## config.mk

```make
export PLATFORM = sky130hd
export DESIGN_NAME = bat_node_mem
export DESIGN_NICKNAME = d
export VERILOG_FILES = /design/src/rtl/core/bat_pkg.sv /design/src/rtl/core/bat_node_mem.sv
export SDC_FILE = /design/constraint.sdc
export NUM_CORES = 2
export LEC_CHECK = 0
export BUFFER_PORTS_ARGS = -buffer_cell sky130_fd_sc_hd__clkbuf_2
export CORE_MARGIN = 5
export CORE_UTILIZATION = 55
export DETAILED_ROUTE_END_ITERATION = 7
export PLACE_DENSITY = 0.7
export RECOVER_POWER = 50
export SLEW_MARGIN = 20
export SYNTH_ARGS = -nofsm -noshare
export SYNTH_HDL_FRONTEND = slang
export SYNTH_SLANG_ARGS = --single-unit
```

## constraint.sdc

```tcl
create_clock -name clk -period 5.6 [get_ports clk]
set_clock_uncertainty 0.15 [all_clocks]
set_input_delay 0.28 -clock clk [delete_from_list [all_inputs] [get_ports clk]]
set_output_delay 0.28 -clock clk [all_outputs]
set_load 0.01 [all_outputs]
```

## src/rtl/core/bat_pkg.sv

```systemverilog
// shared types and constants of the buddy allocator tree
package bat_pkg;

  localparam int unsigned ADDR_W  = 49;
  localparam int unsigned BASE_W  = 48;
  localparam int unsigned ORDER_W = 6;
  localparam int unsigned ORDER_MIN = 1;
  localparam int unsigned ORDER_MAX = 48;

  // node states kept in the tree
  typedef enum logic [1:0] {
    ST_FREE  = 2'd0,
    ST_ALLOC = 2'd1,
    ST_PART  = 2'd2,
    ST_FULL  = 2'd3
  } node_st_t;

  typedef enum logic {
    OP_ALLOC = 1'b0,
    OP_FREE  = 1'b1
  } op_t;

  typedef enum logic {
    CFG_BASE  = 1'b0,
    CFG_ORDER = 1'b1
  } cfg_idx_t;

  // node store port controls
  typedef struct packed {
    logic rd_en;
    logic wr_en;
  } mem_ctl_t;

  // parent state from its two children, merging free buddies
  function automatic node_st_t settle(input node_st_t l, input node_st_t r);
    logic lf;
    logic rf;
    lf = (l == ST_ALLOC) || (l == ST_FULL);
    rf = (r == ST_ALLOC) || (r == ST_FULL);
    if (l == ST_FREE && r == ST_FREE) begin
      return ST_FREE;
    end else if (lf && rf) begin
      return ST_FULL;
    end
    return ST_PART;
  endfunction

endpackage

```

## src/rtl/core/bat_node_mem.sv

```systemverilog
// node state store: one write and one registered read per cycle
module bat_node_mem #(
  parameter int unsigned AW = 11
) (
  input  logic                clk,
  input  bat_pkg::mem_ctl_t   ctl,
  input  logic [AW-1:0]       rd_addr,
  input  logic [AW-1:0]       wr_addr,
  input  bat_pkg::node_st_t   wr_data,
  output bat_pkg::node_st_t   rd_data
);

  bat_pkg::node_st_t mem [2**AW];
  bat_pkg::node_st_t rd_q_r;

  always_ff @(posedge clk) begin
    if (ctl.wr_en) begin
      mem[wr_addr] <= wr_data;
    end
    if (ctl.rd_en) begin
      rd_q_r <= mem[rd_addr];
    end
  end

  assign rd_data = rd_q_r;

endmodule

```

==> run metrics <==
Fmax between 200 and 250 MHz; FF-to-FF End rd_data[0]; post-synth top area cell edfxtp_1; post-synth cell types 80; io pins 29; R2R Setup Slk roughly 1500 ps; layout cell share with drive strength beyond 1 0.162; initial antenna violation count 34; CP Launch Type primary input; die width about 560 µm; H-tree lvl count 5; Die Area 0.318 mm²; peak supply drop 285 µV; post-DR wirelength/cell approximately 33 µm; Synth Flop Type edfxtp_1; Max Slew Vio Count ~900; post-synth top area share 0.729; result of the run complete, but fails checks; critical path launch point wr_data[0]; CP endpoint mem[1607][0]; DR vias 98500; final hold vios 0; Worst Path Max Fanout 170; Placed Area 0.173 mm²; mapped cell area between 0.15 and 0.2 mm²; vias per cell about 6.7; PortBufs 28; PD cells between 300 and 400 mW/mm²; Seq/Total Area, Yosys 0.729; fillcell total about 22000; first drt pass iteration count 8; met1 GRT Util 0.419; setup_tns 0 ps; most common cell after layout, fill and taps aside edfxtp_1; Leak Pwr around 0.058 µW; most frequent cells in the layout edfxtp_1 (4098), nor2_1 (2178), mux2i_1 (798); Post-synth EDFFs between 4000 and 5000; syn_area_per_cell roughly 17 µm²; R2R depth 8; CP delay by family, top buffers and inverters; row cnt 203; most used routing layer met2; GR Util met2 0.466; Syn Nets between 10000 and 15000; Slew headroom -1.76; gpl congestion slightly above 0.9; GRT overflow 0; met3 GRT Util 0.0705; initial core utilization 0.552; Clk Latency, worst-skew pair between 900 and 1000 ps; fraction of registers with async set/reset 0; WL final approximately 490 mm; worst-path cell chain dlygate4sd3_1 > clkbuf_2 > clkbuf_4; total clock buffers created by CTS a little over 400; Synth Register Bits 4098; core box area approximately 0.31 mm²; Slowest cell on crit path clkbuf_2; Worst Path Buf+Inv 3; vias in the first global route around 100000; Setup violations, final 0; reg-to-reg startpoint mem[1375][0]; hold crit path type primary input to flop; Clock transition at path regs about 60 ps; Post-Synthesis Cells ~10000; Ys Warns 0; crit end category flop; failing checks max-capacitance violations, max-slew violations; Max-Cap Viols 11; placed wire-length estimate 287 mm; CTS tree yes; Stages on worst setup path 3; Final period util 0.882; maximum buffer depth of the clock tree 4; clk sinks 4098; Worst Path Arrival ~5200 ps; Finished Cell Area 0.187 mm²; worst slew pin tran approximately 4100 ps; RSZ-0062 raised after global routing false; slowest stage delay, CP roughly 2200 ps; Die H approximately 560 µm; Syn-to-layout area delta 10.6%; Tmin final between 4000 and 5000 ps; ranking of synthesized cells by area edfxtp_1 (73%), mux4_2 (8.2%), nor2_1 (4.8%), mux2i_1 (4.7%), o221ai_1 (1.3%); drt initial violations 16300; drt drc 0; Crit Path Category primary input to flop; required time of the critical path 5880 ps; fin nets around 10000; first-pass GRT wire length slightly below 700 mm; pin count of the biggest net entering global routing 226; All-Layer GR Usage 0.303; Routed Antenna Nets 0; clk root buf clkbuf_16
cells by family after synthesis:
family | Yosys count | synth area share
flops | 4098 | 0.729
simple gates | 2850 | 0.0687
buf+inv | 857 | 0.0300
compound gates | 910 | 0.0378
mux | 1459 | 0.135
sequential cells by signal, summed over array words and instances, names as in the netlist:
name     flops
rd_data      2
mem       4096
power breakdown:
part           internal, µW  leakage, µW  switching [µW]
Sequential            33800       0.0368            9.20
Clock                 15300      0.00635           11600
Combinational           976       0.0146            2160
stage by stage:
step | setup slack (ps) | util | hold slack, ps | instances | total power [µW]
after floorplan | 2690 | - | 229 | 10200 | 36100
after global placement | -562 | 0.567 | 593 | 13800 | 37400
after detailed placement | 333 | 0.567 | 588 | 13800 | 37500
after CTS | 1320 | 0.610 | 80.0 | 14600 | 63900
after global routing | 552 | 0.610 | 161 | 14600 | 65400
final | 661 | 0.610 | 184 | 14600 | 63800
what timing repair did:
item                                   4_1_cts  5_1_grt
gates resized for setup                      0        0
endpoints found under the hold margin      521        0
hold buffers                                11        0
setup buffers                                0        0
worst reg2reg max path: cells and delay by family, from the launching register on:
family                 cells  cell delay [ps]
AO/OA/AOI/OAI              3             1740
buffers and inverters      1              250
flip-flops                 1              370
multiplexers               1              470
AND/OR/NAND/NOR            3              850
synth_stat cells, types with 63 or more instances:
library cell,count
edfxtp_1,4098
nor2_1,2181
mux2i_1,798
mux4_2,612
clkbuf_1,446
o221ai_1,251
nand2_1,228
o22ai_1,178
nor3_1,163
a21oi_1,149
o21ai_0,123
buf_1,112
buf_6,104
buf_2,88
nand3_1,81
a211oi_1,63
worst min path at each step:
stage                     startpoint           end  slack [ps]  depth (start not counted)
after global routing          ctl[0]  mem[1988][1]         160                          3
after global placement        ctl[1]    rd_data[1]         590                          1
after CTS                 rd_addr[2]    rd_data[1]          80                          7
after floorplan           wr_data[0]     mem[0][0]         230                          0
after detailed placement      ctl[1]    rd_data[1]         590                          1
final                     rd_addr[2]    rd_data[1]         180                          7
metal layers:
layer  vias to the layer above  wire length [µm]
met4                        14             25700
met5                         -                84
met1                     50500            174000
li1                      39700                 -
met2                      7075            225000
met3                      1256             63300
cell type report:
class / count / area (µm²) / share of cell area
flip-flops and latches: 4098 / 123000 / 0.659
multi-input cells: 5219 / 41300 / 0.221
inverters: 4 / 27.5 / 0.000147
diodes: 26 / 65.1 / 0.000349
repair buffers: 416 / 4010 / 0.0215
clock buffers: 499 / 10600 / 0.0565
well taps: 4100 / 5130 / 0.0275
clock inverters: 245 / 2490 / 0.0133
No activity file was read; power rests on OpenSTA's default activity.
